**config.mk**
```make
export PLATFORM = sky130hd
export DESIGN_NAME = touch_uart_frame_parser_top_flat
export DESIGN_NICKNAME = d
export VERILOG_FILES = /design/src/rtl/tufp_pkg.sv /design/src/rtl/tufp_in_if.sv /design/src/rtl/tufp_out_if.sv /design/src/rtl/tufp_core.sv /design/src/rtl/tufp_fifo.sv /design/src/rtl/touch_uart_frame_parser_top.sv /design/src/flat_wrapper.sv
export VERILOG_INCLUDE_DIRS = /design/src /design/src/rtl
export SDC_FILE = /design/constraint.sdc
export NUM_CORES = 1
export LEC_CHECK = 0
export BUFFER_PORTS_ARGS = -buffer_cell sky130_fd_sc_hd__buf_2
export CAP_MARGIN = 5
export CORE_ASPECT_RATIO = 0.8
export CORE_UTILIZATION = 64
export DETAILED_ROUTE_END_ITERATION = 8
export GPL_TIMING_DRIVEN = 1
export PLACE_DENSITY = 0.85
export SYNTH_ARGS = -nofsm -noshare
export SYNTH_HDL_FRONTEND = slang
export SYNTH_SLANG_ARGS = --single-unit
```
**constraint.sdc**
```tcl
create_clock -name clk_i -period 11 [get_ports clk_i]
set_input_delay 1.65 -clock clk_i [delete_from_list [all_inputs] [get_ports clk_i]]
set_output_delay 1.65 -clock clk_i [all_outputs]
set_load 0.02 [all_outputs]
```
**src/rtl/touch_uart_frame_parser_top_assert.svh**
```systemverilog
// Assertion macros for the touch UART frame parser.
`ifndef TOUCH_UART_FRAME_PARSER_TOP_ASSERT_SVH
`define TOUCH_UART_FRAME_PARSER_TOP_ASSERT_SVH
`ifndef ASSERT_OFF
`define TUFP_ASSERT(label, clk, rst_n, prop) \
  label: assert property (@(posedge clk) disable iff (!rst_n) (prop)) \
    else $error("tufp assertion failed");
`define TUFP_ASSERT_NEVER(label, clk, rst_n, prop) \
  label: assert property (@(posedge clk) disable iff (!rst_n) !(prop)) \
    else $error("tufp assertion failed");
`else
`define TUFP_ASSERT(label, clk, rst_n, prop)
`define TUFP_ASSERT_NEVER(label, clk, rst_n, prop)
`endif
`endif

```
**src/rtl/tufp_pkg.sv**
```systemverilog
package tufp_pkg;

  localparam int unsigned CNT_W      = 9;
  localparam int unsigned HDR_DEPTH  = 6;
  localparam int unsigned Q_DEPTH    = 4;
  localparam int unsigned Q_PTR_W    = $clog2(Q_DEPTH);
  localparam int unsigned Q_CNT_W    = $clog2(Q_DEPTH + 1);
  localparam int unsigned PADDR_W    = 3;
  localparam int unsigned PDATA_W    = 32;

  localparam logic [CNT_W-1:0] CNT_MAX       = 9'd511;
  localparam logic [CNT_W-1:0] MIN_FRAME     = 9'd4;
  localparam logic [CNT_W-1:0] REPORT_LEN    = 9'd6;
  localparam logic [CNT_W-1:0] RESP_OVERHEAD = 9'd3;
  localparam logic [7:0]       MIN_STATUS_LEN = 8'd2;

  localparam logic [7:0] HDR_REPORT  = 8'h01;
  localparam logic [7:0] HDR_RESP    = 8'h02;
  localparam logic [7:0] RESP_TAG    = 8'h4C;
  localparam logic [7:0] RESP_ADJUST = 8'h17;
  localparam logic [7:0] RESP_CALIB  = 8'h01;

  localparam logic OP_BYTE  = 1'b0;
  localparam logic OP_START = 1'b1;

  localparam logic [1:0] START_ADJUST = 2'd0;
  localparam logic [1:0] START_CALIB  = 2'd1;
  localparam logic [1:0] START_COORDS = 2'd2;

  localparam logic [0:0] REG_START_MODE = 1'b0;

  typedef enum logic [0:0] {
    KIND_TOUCH = 1'b0,
    KIND_CMD   = 1'b1
  } kind_e;

  typedef enum logic [2:0] {
    CMD_SETUP      = 3'd0,
    CMD_COORDS_ON  = 3'd1,
    CMD_COORDS_OFF = 3'd2,
    CMD_ADJUST     = 3'd3,
    CMD_CALIBRATE  = 3'd4
  } cmd_e;

  typedef enum logic [2:0] {
    MODE_ADJUST = 3'b001,
    MODE_CALIB  = 3'b010,
    MODE_COORDS = 3'b100
  } mode_e;

  typedef struct packed {
    kind_e       kind;
    logic        touch_down;
    logic [15:0] x_pos;
    logic [15:0] y_pos;
    cmd_e        command;
    logic        last;
  } tufp_res_t;

  typedef struct packed {
    logic      vld0;
    logic      vld1;
    tufp_res_t res0;
    tufp_res_t res1;
  } tufp_push_t;

  function automatic tufp_res_t make_cmd(cmd_e cmd, logic last);
    tufp_res_t r;
    r.kind       = KIND_CMD;
    r.touch_down = 1'b0;
    r.x_pos      = 16'd0;
    r.y_pos      = 16'd0;
    r.command    = cmd;
    r.last       = last;
    return r;
  endfunction

endpackage

```
**src/rtl/tufp_in_if.sv**
```systemverilog
interface tufp_in_if;
  logic       valid;
  logic       ready;
  logic       operation;
  logic [7:0] rx_byte;

  modport source (output valid, output operation, output rx_byte, input ready);
  modport sink (input valid, input operation, input rx_byte, output ready);
endinterface

```
**src/rtl/tufp_out_if.sv**
```systemverilog
interface tufp_out_if;
  logic        valid;
  logic        ready;
  logic        kind;
  logic        touch_down;
  logic [15:0] x_pos;
  logic [15:0] y_pos;
  logic [2:0]  command;
  logic        last;

  modport source (
    output valid, output kind, output touch_down, output x_pos, output y_pos,
    output command, output last, input ready
  );
  modport sink (
    input valid, input kind, input touch_down, input x_pos, input y_pos,
    input command, input last, output ready
  );
endinterface

```
**src/rtl/tufp_core.sv**
```systemverilog
module tufp_core (
  input  logic                clk_i,
  input  logic                rst_ni,
  input  logic                in_valid_i,
  output logic                in_ready_o,
  input  logic                operation_i,
  input  logic [7:0]          rx_byte_i,
  input  logic [1:0]          start_mode_i,
  input  logic                space_ok_i,
  output tufp_pkg::tufp_push_t push_o
);
  import tufp_pkg::*;

  logic                 in_vld_q;
  logic                 op_q;
  logic [7:0]           byte_q;
  logic [CNT_W-1:0]     cnt_q, cnt_d, cnt_inc, need;
  mode_e                mode_q, mode_d, start_mode;
  cmd_e                 start_cmd;
  logic [7:0]           hdr_q [HDR_DEPTH];
  logic [7:0]           hdr_v [HDR_DEPTH];
  logic                 proc, accept, is_resp, status_ok;
  tufp_res_t            touch_res;

  assign proc       = in_vld_q && space_ok_i;
  assign in_ready_o = !in_vld_q || space_ok_i;
  assign accept     = in_valid_i && in_ready_o;

  always_ff @(posedge clk_i or negedge rst_ni) begin
    if (!rst_ni) begin
      in_vld_q <= 1'b0;
    end else if (in_ready_o) begin
      in_vld_q <= in_valid_i;
    end
  end

  always_ff @(posedge clk_i) begin
    if (accept) begin
      op_q   <= operation_i;
      byte_q <= rx_byte_i;
    end
  end

  // overlay the new byte onto the stored header
  always_comb begin
    for (int i = 0; i < HDR_DEPTH; i++) begin
      hdr_v[i] = (cnt_q == CNT_W'(i)) ? byte_q : hdr_q[i];
    end
  end

  always_ff @(posedge clk_i) begin
    if (proc && op_q == OP_BYTE) begin
      hdr_q <= hdr_v;
    end
  end

  assign cnt_inc   = (cnt_q < CNT_MAX) ? cnt_q + 1'b1 : cnt_q;
  assign need      = ({1'b0, hdr_v[2]} + RESP_OVERHEAD < MIN_FRAME) ? MIN_FRAME
                                                                   : {1'b0, hdr_v[2]} + RESP_OVERHEAD;
  assign is_resp   = hdr_v[0] == HDR_RESP && hdr_v[1] == RESP_TAG;
  assign status_ok = hdr_v[2] >= MIN_STATUS_LEN && hdr_v[4] != 8'd0;

  always_comb begin
    unique case (start_mode_i)
      START_ADJUST: begin
        start_mode = MODE_ADJUST;
        start_cmd  = CMD_ADJUST;
      end
      START_CALIB: begin
        start_mode = MODE_CALIB;
        start_cmd  = CMD_CALIBRATE;
      end
      default: begin
        start_mode = MODE_COORDS;
        start_cmd  = CMD_COORDS_ON;
      end
    endcase
  end

  always_comb begin
    touch_res.kind       = KIND_TOUCH;
    touch_res.touch_down = hdr_v[1] != 8'd0;
    touch_res.x_pos      = {hdr_v[3], hdr_v[2]};
    touch_res.y_pos      = {hdr_v[5], hdr_v[4]};
    touch_res.command    = CMD_SETUP;
    touch_res.last       = 1'b1;
  end

  always_comb begin
    cnt_d       = cnt_q;
    mode_d      = mode_q;
    push_o.vld0 = 1'b0;
    push_o.vld1 = 1'b0;
    push_o.res0 = touch_res;
    push_o.res1 = make_cmd(CMD_COORDS_ON, 1'b1);
    if (proc) begin
      if (op_q == OP_START) begin
        cnt_d       = '0;
        mode_d      = start_mode;
        push_o.vld0 = 1'b1;
        push_o.vld1 = 1'b1;
        push_o.res0 = make_cmd(CMD_SETUP, 1'b0);
        push_o.res1 = make_cmd(start_cmd, 1'b1);
      end else if (cnt_inc < MIN_FRAME) begin
        cnt_d = cnt_inc;
      end else if (hdr_v[0] == HDR_REPORT) begin
        if (cnt_inc < REPORT_LEN) begin
          cnt_d = cnt_inc;
        end else begin
          cnt_d       = '0;
          push_o.vld0 = 1'b1;
        end
      end else if (is_resp) begin
        if (cnt_inc < need) begin
          cnt_d = cnt_inc;
        end else begin
          cnt_d = '0;
          if (hdr_v[3] == RESP_ADJUST && mode_q == MODE_ADJUST && status_ok) begin
            mode_d      = MODE_CALIB;
            push_o.vld0 = 1'b1;
            push_o.res0 = make_cmd(CMD_CALIBRATE, 1'b1);
          end else if (hdr_v[3] == RESP_CALIB && mode_q == MODE_CALIB && status_ok) begin
            mode_d      = MODE_COORDS;
            push_o.vld0 = 1'b1;
            push_o.res0 = make_cmd(CMD_COORDS_ON, 1'b1);
          end
        end
      end else begin
        // resync on an unknown header
        cnt_d       = '0;
        mode_d      = MODE_COORDS;
        push_o.vld0 = 1'b1;
        push_o.vld1 = 1'b1;
        push_o.res0 = make_cmd(CMD_COORDS_OFF, 1'b0);
      end
    end
  end

  always_ff @(posedge clk_i or negedge rst_ni) begin
    if (!rst_ni) begin
      cnt_q  <= '0;
      mode_q <= MODE_COORDS;
    end else begin
      cnt_q  <= cnt_d;
      mode_q <= mode_d;
    end
  end

endmodule

```
**src/rtl/tufp_fifo.sv**
```systemverilog
`include "touch_uart_frame_parser_top_assert.svh"

module tufp_fifo (
  input  logic                 clk_i,
  input  logic                 rst_ni,
  input  tufp_pkg::tufp_push_t push_i,
  output logic                 space_ok_o,
  output logic                 out_valid_o,
  input  logic                 out_ready_i,
  output tufp_pkg::tufp_res_t  out_res_o
);
  import tufp_pkg::*;

  tufp_res_t          mem_q [Q_DEPTH];
  logic [Q_PTR_W-1:0] wr_ptr_q, wr_ptr_d, rd_ptr_q, wr_ptr_nxt;
  logic [Q_CNT_W-1:0] count_q, count_d, push_n;
  logic               pop;

  assign space_ok_o  = count_q <= Q_CNT_W'(Q_DEPTH - 2);
  assign out_valid_o = count_q != '0;
  assign out_res_o   = mem_q[rd_ptr_q];
  assign pop         = out_valid_o && out_ready_i;
  assign wr_ptr_nxt  = wr_ptr_q + 1'b1;
  assign push_n      = Q_CNT_W'(push_i.vld0) + Q_CNT_W'(push_i.vld1);
  assign wr_ptr_d    = wr_ptr_q + Q_PTR_W'(push_n);
  assign count_d     = count_q + push_n - Q_CNT_W'(pop);

  always_ff @(posedge clk_i) begin
    if (push_i.vld0) begin
      mem_q[wr_ptr_q] <= push_i.res0;
    end
    if (push_i.vld1) begin
      mem_q[wr_ptr_nxt] <= push_i.res1;
    end
  end

  always_ff @(posedge clk_i or negedge rst_ni) begin
    if (!rst_ni) begin
      wr_ptr_q <= '0;
      rd_ptr_q <= '0;
      count_q  <= '0;
    end else begin
      wr_ptr_q <= wr_ptr_d;
      count_q  <= count_d;
      if (pop) begin
        rd_ptr_q <= rd_ptr_q + 1'b1;
      end
    end
  end

  `TUFP_ASSERT_NEVER(a_count_bound, clk_i, rst_ni, count_q > Q_CNT_W'(Q_DEPTH))
  `TUFP_ASSERT_NEVER(a_second_alone, clk_i, rst_ni, push_i.vld1 && !push_i.vld0)
  `TUFP_ASSERT(a_push_has_room, clk_i, rst_ni, push_i.vld0 |-> space_ok_o)
  `TUFP_ASSERT(a_idle_holds, clk_i, rst_ni, (!pop && !push_i.vld0) |=> $stable(count_q))

endmodule

```
**src/rtl/touch_uart_frame_parser_top.sv**
```systemverilog
// A result beat is offered once its input beat has passed the input register and
// the result queue. Throughput: one input beat per cycle while the queue has room;
// results leave at one beat per cycle while out_if.ready is high, so a beat that
// yields two results can hold the input side. The four-entry result queue takes
// input only while at least two entries are free. Reset clears the frame count and
// queue, sets coordinate mode and start_mode to 2; stored frame bytes are not reset.
module touch_uart_frame_parser_top (
  input  logic                             clk_i,
  input  logic                             rst_ni,
  tufp_in_if.sink                          in_if,
  tufp_out_if.source                       out_if,
  input  logic                             psel,
  input  logic                             penable,
  input  logic                             pwrite,
  input  logic [tufp_pkg::PADDR_W-1:0]     paddr,
  input  logic [tufp_pkg::PDATA_W-1:0]     pwdata,
  output logic [tufp_pkg::PDATA_W-1:0]     prdata,
  output logic                             pready
);
  import tufp_pkg::*;

  logic [1:0] start_mode_q;
  logic       reg_hit;
  logic       space_ok;
  tufp_push_t push;
  tufp_res_t  out_res;

  assign pready  = 1'b1;
  assign reg_hit = paddr[PADDR_W-1] == REG_START_MODE;
  assign prdata  = reg_hit ? PDATA_W'(start_mode_q) : '0;

  always_ff @(posedge clk_i or negedge rst_ni) begin
    if (!rst_ni) begin
      start_mode_q <= START_COORDS;
    end else if (psel && penable && pwrite && reg_hit) begin
      start_mode_q <= pwdata[1:0];
    end
  end

  tufp_core u_core (
    .clk_i        (clk_i),
    .rst_ni       (rst_ni),
    .in_valid_i   (in_if.valid),
    .in_ready_o   (in_if.ready),
    .operation_i  (in_if.operation),
    .rx_byte_i    (in_if.rx_byte),
    .start_mode_i (start_mode_q),
    .space_ok_i   (space_ok),
    .push_o       (push)
  );

  tufp_fifo u_fifo (
    .clk_i       (clk_i),
    .rst_ni      (rst_ni),
    .push_i      (push),
    .space_ok_o  (space_ok),
    .out_valid_o (out_if.valid),
    .out_ready_i (out_if.ready),
    .out_res_o   (out_res)
  );

  assign out_if.kind       = out_res.kind;
  assign out_if.touch_down = out_res.touch_down;
  assign out_if.x_pos      = out_res.x_pos;
  assign out_if.y_pos      = out_res.y_pos;
  assign out_if.command    = out_res.command;
  assign out_if.last       = out_res.last;

endmodule
```
**src/flat_wrapper.sv**
```systemverilog
// flat-port wrapper written by rule: the top's interface ports become plain ports
module touch_uart_frame_parser_top_flat import tufp_pkg::*;
  (clk_i, rst_ni, psel, penable, pwrite, paddr, pwdata, prdata, pready, in_if_valid, in_if_operation, in_if_rx_byte, in_if_ready, out_if_valid, out_if_kind, out_if_touch_down, out_if_x_pos, out_if_y_pos, out_if_command, out_if_last, out_if_ready);
  tufp_in_if in_if_i ();
  tufp_out_if out_if_i ();
  input  logic clk_i;
  input  logic rst_ni;
  input  logic psel;
  input  logic penable;
  input  logic pwrite;
  input  logic [tufp_pkg::PADDR_W-1:0] paddr;
  input  logic [tufp_pkg::PDATA_W-1:0] pwdata;
  output logic [tufp_pkg::PDATA_W-1:0] prdata;
  output logic pready;
  input wire logic [$bits(in_if_i.valid)-1:0] in_if_valid;
  input wire logic [$bits(in_if_i.operation)-1:0] in_if_operation;
  input wire logic [$bits(in_if_i.rx_byte)-1:0] in_if_rx_byte;
  output wire logic [$bits(in_if_i.ready)-1:0] in_if_ready;
  output wire logic [$bits(out_if_i.valid)-1:0] out_if_valid;
  output wire logic [$bits(out_if_i.kind)-1:0] out_if_kind;
  output wire logic [$bits(out_if_i.touch_down)-1:0] out_if_touch_down;
  output wire logic [$bits(out_if_i.x_pos)-1:0] out_if_x_pos;
  output wire logic [$bits(out_if_i.y_pos)-1:0] out_if_y_pos;
  output wire logic [$bits(out_if_i.command)-1:0] out_if_command;
  output wire logic [$bits(out_if_i.last)-1:0] out_if_last;
  input wire logic [$bits(out_if_i.ready)-1:0] out_if_ready;
  assign in_if_i.valid = in_if_valid;
  assign in_if_i.operation = in_if_operation;
  assign in_if_i.rx_byte = in_if_rx_byte;
  assign in_if_ready = in_if_i.ready;
  assign out_if_valid = out_if_i.valid;
  assign out_if_kind = out_if_i.kind;
  assign out_if_touch_down = out_if_i.touch_down;
  assign out_if_x_pos = out_if_i.x_pos;
  assign out_if_y_pos = out_if_i.y_pos;
  assign out_if_command = out_if_i.command;
  assign out_if_last = out_if_i.last;
  assign out_if_i.ready = out_if_ready;
  touch_uart_frame_parser_top u_core (.clk_i(clk_i), .rst_ni(rst_ni), .in_if(in_if_i), .out_if(out_if_i), .psel(psel), .penable(penable), .pwrite(pwrite), .paddr(paddr), .pwdata(pwdata), .prdata(prdata), .pready(pready));
endmodule
```
==> report_table.html <==
<table>
<tr><th>Metric</th><th>Value</th></tr>
<tr><th colspan="2">Setup path</th></tr>
<tr><td>Delay of the slowest critical-path stage</td><td>0.83 ns</td></tr>
<tr><td>Crit Path Max Fanout</td><td>18</td></tr>
<tr><td>Launching element of the worst setup path</td><td>u_core.u_core.cnt_q[2]</td></tr>
<tr><td>Worst setup EP type</td><td>flip-flop</td></tr>
<tr><td>Arrival time at the worst endpoint</td><td>6.60 ns</td></tr>
<tr><td>Worst Path Buf+Inv</td><td>4</td></tr>
<tr><td>RR Startpoint</td><td>u_core.u_core.cnt_q[2]</td></tr>
<tr><td>Cell family with most CP delay</td><td>simple AND/OR/NAND/NOR gates</td></tr>
<tr><td>Slowest stage cell, crit path</td><td>nand3_1</td></tr>
<tr><td>CP startpoint kind</td><td>flip-flop</td></tr>
<tr><td>Chain of cells forming the critical path</td><td>nor4_4 &gt; nand3_1 &gt; mux2i_1 &gt; inv_1 &gt; nand3_1 &gt; ha_1 &gt; a21oi_1 &gt; o21ai_0 &gt; a21oi_1 &gt; a21oi_1 &gt; o21ai_0 &gt; a21oi_1 &gt; ha_1 &gt; inv_1 &gt; ha_1 &gt; inv_1 &gt; ha_1 &gt; inv_1 &gt; fa_1 &gt; xor2_1 &gt; xnor2_1</td></tr>
<tr><td>CP required</td><td>11.40 ns</td></tr>
<tr><td>Worst Setup Path Type</td><td>flip-flop to flip-flop</td></tr>
<tr><th colspan="2">Placement</th></tr>
<tr><td>RD Place Congestion</td><td>0.894</td></tr>
<tr><td>Pre-CTS setup slack</td><td>4.95 ns</td></tr>
<tr><td>HPWL after detailed placement</td><td>19800 µm</td></tr>
<tr><td>Port Buf Inserts</td><td>60</td></tr>
<tr><th colspan="2">Die</th></tr>
<tr><td>Starting density of the core</td><td>66.1%</td></tr>
<tr><td>I/O pin cnt</td><td>124</td></tr>
<tr><td>Core region area</td><td>18400 µm²</td></tr>
<tr><td>Floorplan row count</td><td>44</td></tr>
<tr><td>Height of the die</td><td>125 µm</td></tr>
<tr><td>Die width</td><td>156 µm</td></tr>
<tr><td>Area of the die</td><td>19600 µm²</td></tr>
<tr><th colspan="2">Finish</th></tr>
<tr><td>Number of antenna cells inserted</td><td>0</td></tr>
<tr><td>Share of post-route cells with drive strength above 1</td><td>20.2%</td></tr>
<tr><td>Layout overhead on the synthesized area</td><td>7.42%</td></tr>
<tr><td>Post-layout nets</td><td>1217</td></tr>
<tr><th colspan="2">Timing</th></tr>
<tr><td>Number of max-slew violations in the final report</td><td>0</td></tr>
<tr><td>Hold Slack</td><td>0.459 ns</td></tr>
<tr><td>Number of endpoints failing setup at the final stage</td><td>0</td></tr>
<tr><td>Clock period minus worst slack</td><td>6.20 ns</td></tr>
<tr><td>Relative slew margins</td><td>16.4%</td></tr>
<tr><td>Fin. Hold Viols</td><td>0</td></tr>
<tr><td>Worst Slack Setup Final</td><td>4.80 ns</td></tr>
<tr><td>Crit share post-route</td><td>56.4%</td></tr>
<tr><td>RSZ-0062 raised after global routing</td><td>false</td></tr>
<tr><td>Setup TNS</td><td>0 ns</td></tr>
<tr><td>Skew final</td><td>0.0175 ns</td></tr>
<tr><td>Achievable Freq</td><td>0.161 GHz</td></tr>
<tr><td>Worst Tran Pin Value</td><td>1.25 ns</td></tr>
<tr><th colspan="2">Global route</th></tr>
<tr><td>Global-route met1 utilization</td><td>45.2%</td></tr>
<tr><td>Initial antenna violation count</td><td>0</td></tr>
<tr><td>M3 GR Usage</td><td>8.42%</td></tr>
<tr><td>Wire length of the first global-routing pass</td><td>51400 µm</td></tr>
<tr><td>Global-route met2 utilization</td><td>52.9%</td></tr>
<tr><td>GRT Util Overall</td><td>33.7%</td></tr>
<tr><td>Largest net degree at the start of global routing</td><td>73</td></tr>
<tr><td>Busiest layer in global routing</td><td>met2</td></tr>
<tr><td>Vias in the first global route</td><td>9507</td></tr>
<tr><td>Remaining global-route overflow</td><td>0</td></tr>
<tr><th colspan="2">Worst hold path</th></tr>
<tr><td>Start point of the worst hold path</td><td>u_core.u_fifo.mem_q[3][21]</td></tr>
<tr><td>Hold Path Class</td><td>flip-flop to flip-flop</td></tr>
<tr><th colspan="2">Route</th></tr>
<tr><td>Post-route ant nets</td><td>0</td></tr>
<tr><td>Via count of the routed design</td><td>9839</td></tr>
<tr><td>Post-detailed-routing wire length</td><td>32800 µm</td></tr>
<tr><td>Routed vias/inst</td><td>6.94</td></tr>
<tr><td>TritonRoute pass-1 iters</td><td>6</td></tr>
<tr><td>DRC violations left</td><td>0</td></tr>
<tr><td>Routed wire length per instance</td><td>23.1 µm</td></tr>
<tr><td>Count of routing violations after the opening detailed-route iteration</td><td>1364</td></tr>
<tr><th colspan="2">Synthesis</th></tr>
<tr><td>Netlist area before placement</td><td>12200 µm²</td></tr>
<tr><td>Leading register cell type out of synthesis</td><td>dfxtp_1</td></tr>
<tr><td>Number of instances in the synthesized netlist</td><td>1140</td></tr>
<tr><td>Synthesis-stage register bit count</td><td>231</td></tr>
<tr><td>Number of distinct library cells after synthesis</td><td>91</td></tr>
<tr><td>Seq/Total Area, Yosys</td><td>44.6%</td></tr>
<tr><td>Avg Inst Size Synth</td><td>10.7 µm²</td></tr>
<tr><td>Number of warnings printed during yosys synthesis</td><td>0</td></tr>
<tr><td>EDFF count, synth</td><td>69</td></tr>
<tr><td>Ranking of synthesized cells by area</td><td>dfxtp_1 23%, edfxtp_1 17%, mux4_2 7.0%</td></tr>
<tr><td>Asr flop ratio synth</td><td>9.52%</td></tr>
<tr><td>Synth area leader</td><td>dfxtp_1</td></tr>
<tr><td>Synth top area share</td><td>23.0%</td></tr>
<tr><th colspan="2">Pwr</th></tr>
<tr><td>Pleak</td><td>5.22 nW</td></tr>
<tr><td>Cell internal power dissipation</td><td>0.00222 W</td></tr>
<tr><td>Power density normalized to cell area</td><td>281 nW/µm²</td></tr>
<tr><td>Sequential power share</td><td>37.1%</td></tr>
<tr><td>Combinational Power Share</td><td>42.1%</td></tr>
<tr><td>Worst-case vdd ir drop</td><td>0.000202 V</td></tr>
<tr><td>Proportion of power drawn by the clock network</td><td>20.8%</td></tr>
<tr><td>Share of total power consumed by net switching</td><td>39.6%</td></tr>
<tr><td>Power consumption</td><td>0.00368 W</td></tr>
<tr><td>Net load switching power</td><td>0.00146 W</td></tr>
<tr><th colspan="2">Clock tree</th></tr>
<tr><td># hold bufs at CTS</td><td>0</td></tr>
<tr><td>Maximum root-to-sink buffer count</td><td>3</td></tr>
<tr><td>Skew-Pair Late Insertion Delay</td><td>0.52 ns</td></tr>
<tr><td>Number of clock buffers inserted by TritonCTS</td><td>23</td></tr>
<tr><td>CTS H-tree depth</td><td>1</td></tr>
<tr><td>Num Clock Sinks</td><td>231</td></tr>
<tr><td>Root buffer selected by CTS</td><td>clkbuf_16</td></tr>
<tr><td>CTS tree</td><td>built</td></tr>
<tr><td># resized after CTS</td><td>0</td></tr>
<tr><td>Clock Pin Slew Worst Setup and Hold Paths</td><td>0.06 ns</td></tr>
<tr><td>Postcts setup bufs</td><td>0</td></tr>
<tr><th colspan="2">Run status</th></tr>
<tr><td>Run status</td><td>completed</td></tr>
<tr><th colspan="2">Flow run</th></tr>
<tr><td>Max capacitance violation total</td><td>0</td></tr>
</table>
==> cell usage after synthesis, types with 17 or more instances <==
cell	n
ha_1	17
a21oi_1	21
o32ai_2	30
o22ai_1	43
mux4_2	38
nand3_1	55
mux2i_1	36
nand2_1	95
nor2_1	30
mux2_2	20
clkbuf_1	49
buf_4	36
a32oi_1	67
dfrtp_1	20
o21ai_0	40
edfxtp_1	69
buf_2	20
o21ai_1	40
dfxtp_1	140
inv_1	82
==> power groups by stage <==
stage               registers, W  clock network [W]  logic [W]
floorplan                0.00129                  0    0.00118
finish                   0.00137           0.000763    0.00155
global placement         0.00135                  0    0.00147
CTS                      0.00135           0.000765    0.00153
global route             0.00139           0.000803    0.00166
detailed placement       0.00137                  0    0.00152
==> kinds of logic after synthesis <==
family / count (synthesis) / share of synthesized area [%]
buffers and inverters: 206 / 8.41
other: 2 / 0.0617
muxes: 97 / 12.2
AOI/OAI and AO/OA: 309 / 20.7
adders and majority gates: 18 / 1.91
xor gates and xnor gates: 12 / 0.864
and+or+nand+nor: 265 / 11.2
DFF: 231 / 44.6
==> placed cells by master, fill, tap and decap left out, types with 21 or more instances in the layout <==
cell / Yosys / final
nand2_1: 95 / 93
clkbuf_16: 0 / 23
inv_1: 82 / 82
o21ai_1: 40 / 40
a32oi_1: 67 / 67
o32ai_2: 30 / 30
mux2i_1: 36 / 36
conb_1: 2 / 31
o22ai_1: 43 / 43
edfxtp_1: 69 / 69
nand3_1: 55 / 55
dfxtp_1: 140 / 140
a21oi_1: 21 / 21
buf_2: 20 / 60
nor2_1: 30 / 27
mux4_2: 38 / 38
o21ai_0: 40 / 39
==> stage by stage <==
stage	utilization, %	instance area, µm²	cells
floorplan	-	12300	1169
global placement	67.1	12300	1376
detailed placement	67.1	12300	1376
CTS	71.1	13100	1418
global route	71.1	13100	1418
finish	71.1	13100	1418
==> state kept, by name (all words and copies together) (netlist names) <==
register	flops
u_core.start_mode_q	2
u_core.u_core.hdr_q	48
u_core.u_core.cnt_q	9
u_core.u_core.op_q	1
u_core.u_fifo.mem_q	152
u_core.u_fifo.count_q	3
u_core.u_fifo.rd_ptr_q	2
u_core.u_fifo.wr_ptr_q	2
u_core.u_core.mode_q	3
u_core.u_core.in_vld_q	1
u_core.u_core.byte_q	8
==> worst min-delay path: stages (launching register included) <==
cell     delay (ns)
dfxtp_1        0.32
nand2_1        0.06
o21ai_1        0.05
==> per-layer routing <==
layer  up-vias  wire [µm]
met2       710      15100
li1       4292          -
met3       108       3950
met4         0       1070
met1      4729      12700
met5         -          0
==> area by class of cell <==
class | instances | area (µm²)
multi-input combinational | 732 | 5860
sequential | 231 | 5430
fill | 1316 | 5320
clock buffer | 31 | 646
timing repair buffer | 76 | 420
tap | 253 | 317
inverter | 84 | 315
clock inverter | 11 | 80.1
==> path summary, 6_finish.rpt <==
path                                               to  cells past startpoint  slack [ns]
setup / recovery             u_core.u_fifo.count_q[2]                     21        4.80
hold / removal             u_core.u_fifo.mem_q[3][21]                      2        0.46
setup reg to reg             u_core.u_fifo.count_q[2]                     21        4.80
hold reg to reg            u_core.u_fifo.mem_q[3][21]                      2        0.46
max in group asynchronous   u_core.u_fifo.rd_ptr_q[1]                      1        9.48
min in group asynchronous     u_core.u_core.mode_q[1]                      1        1.11
No activity file was read; power rests on OpenSTA's default activity.
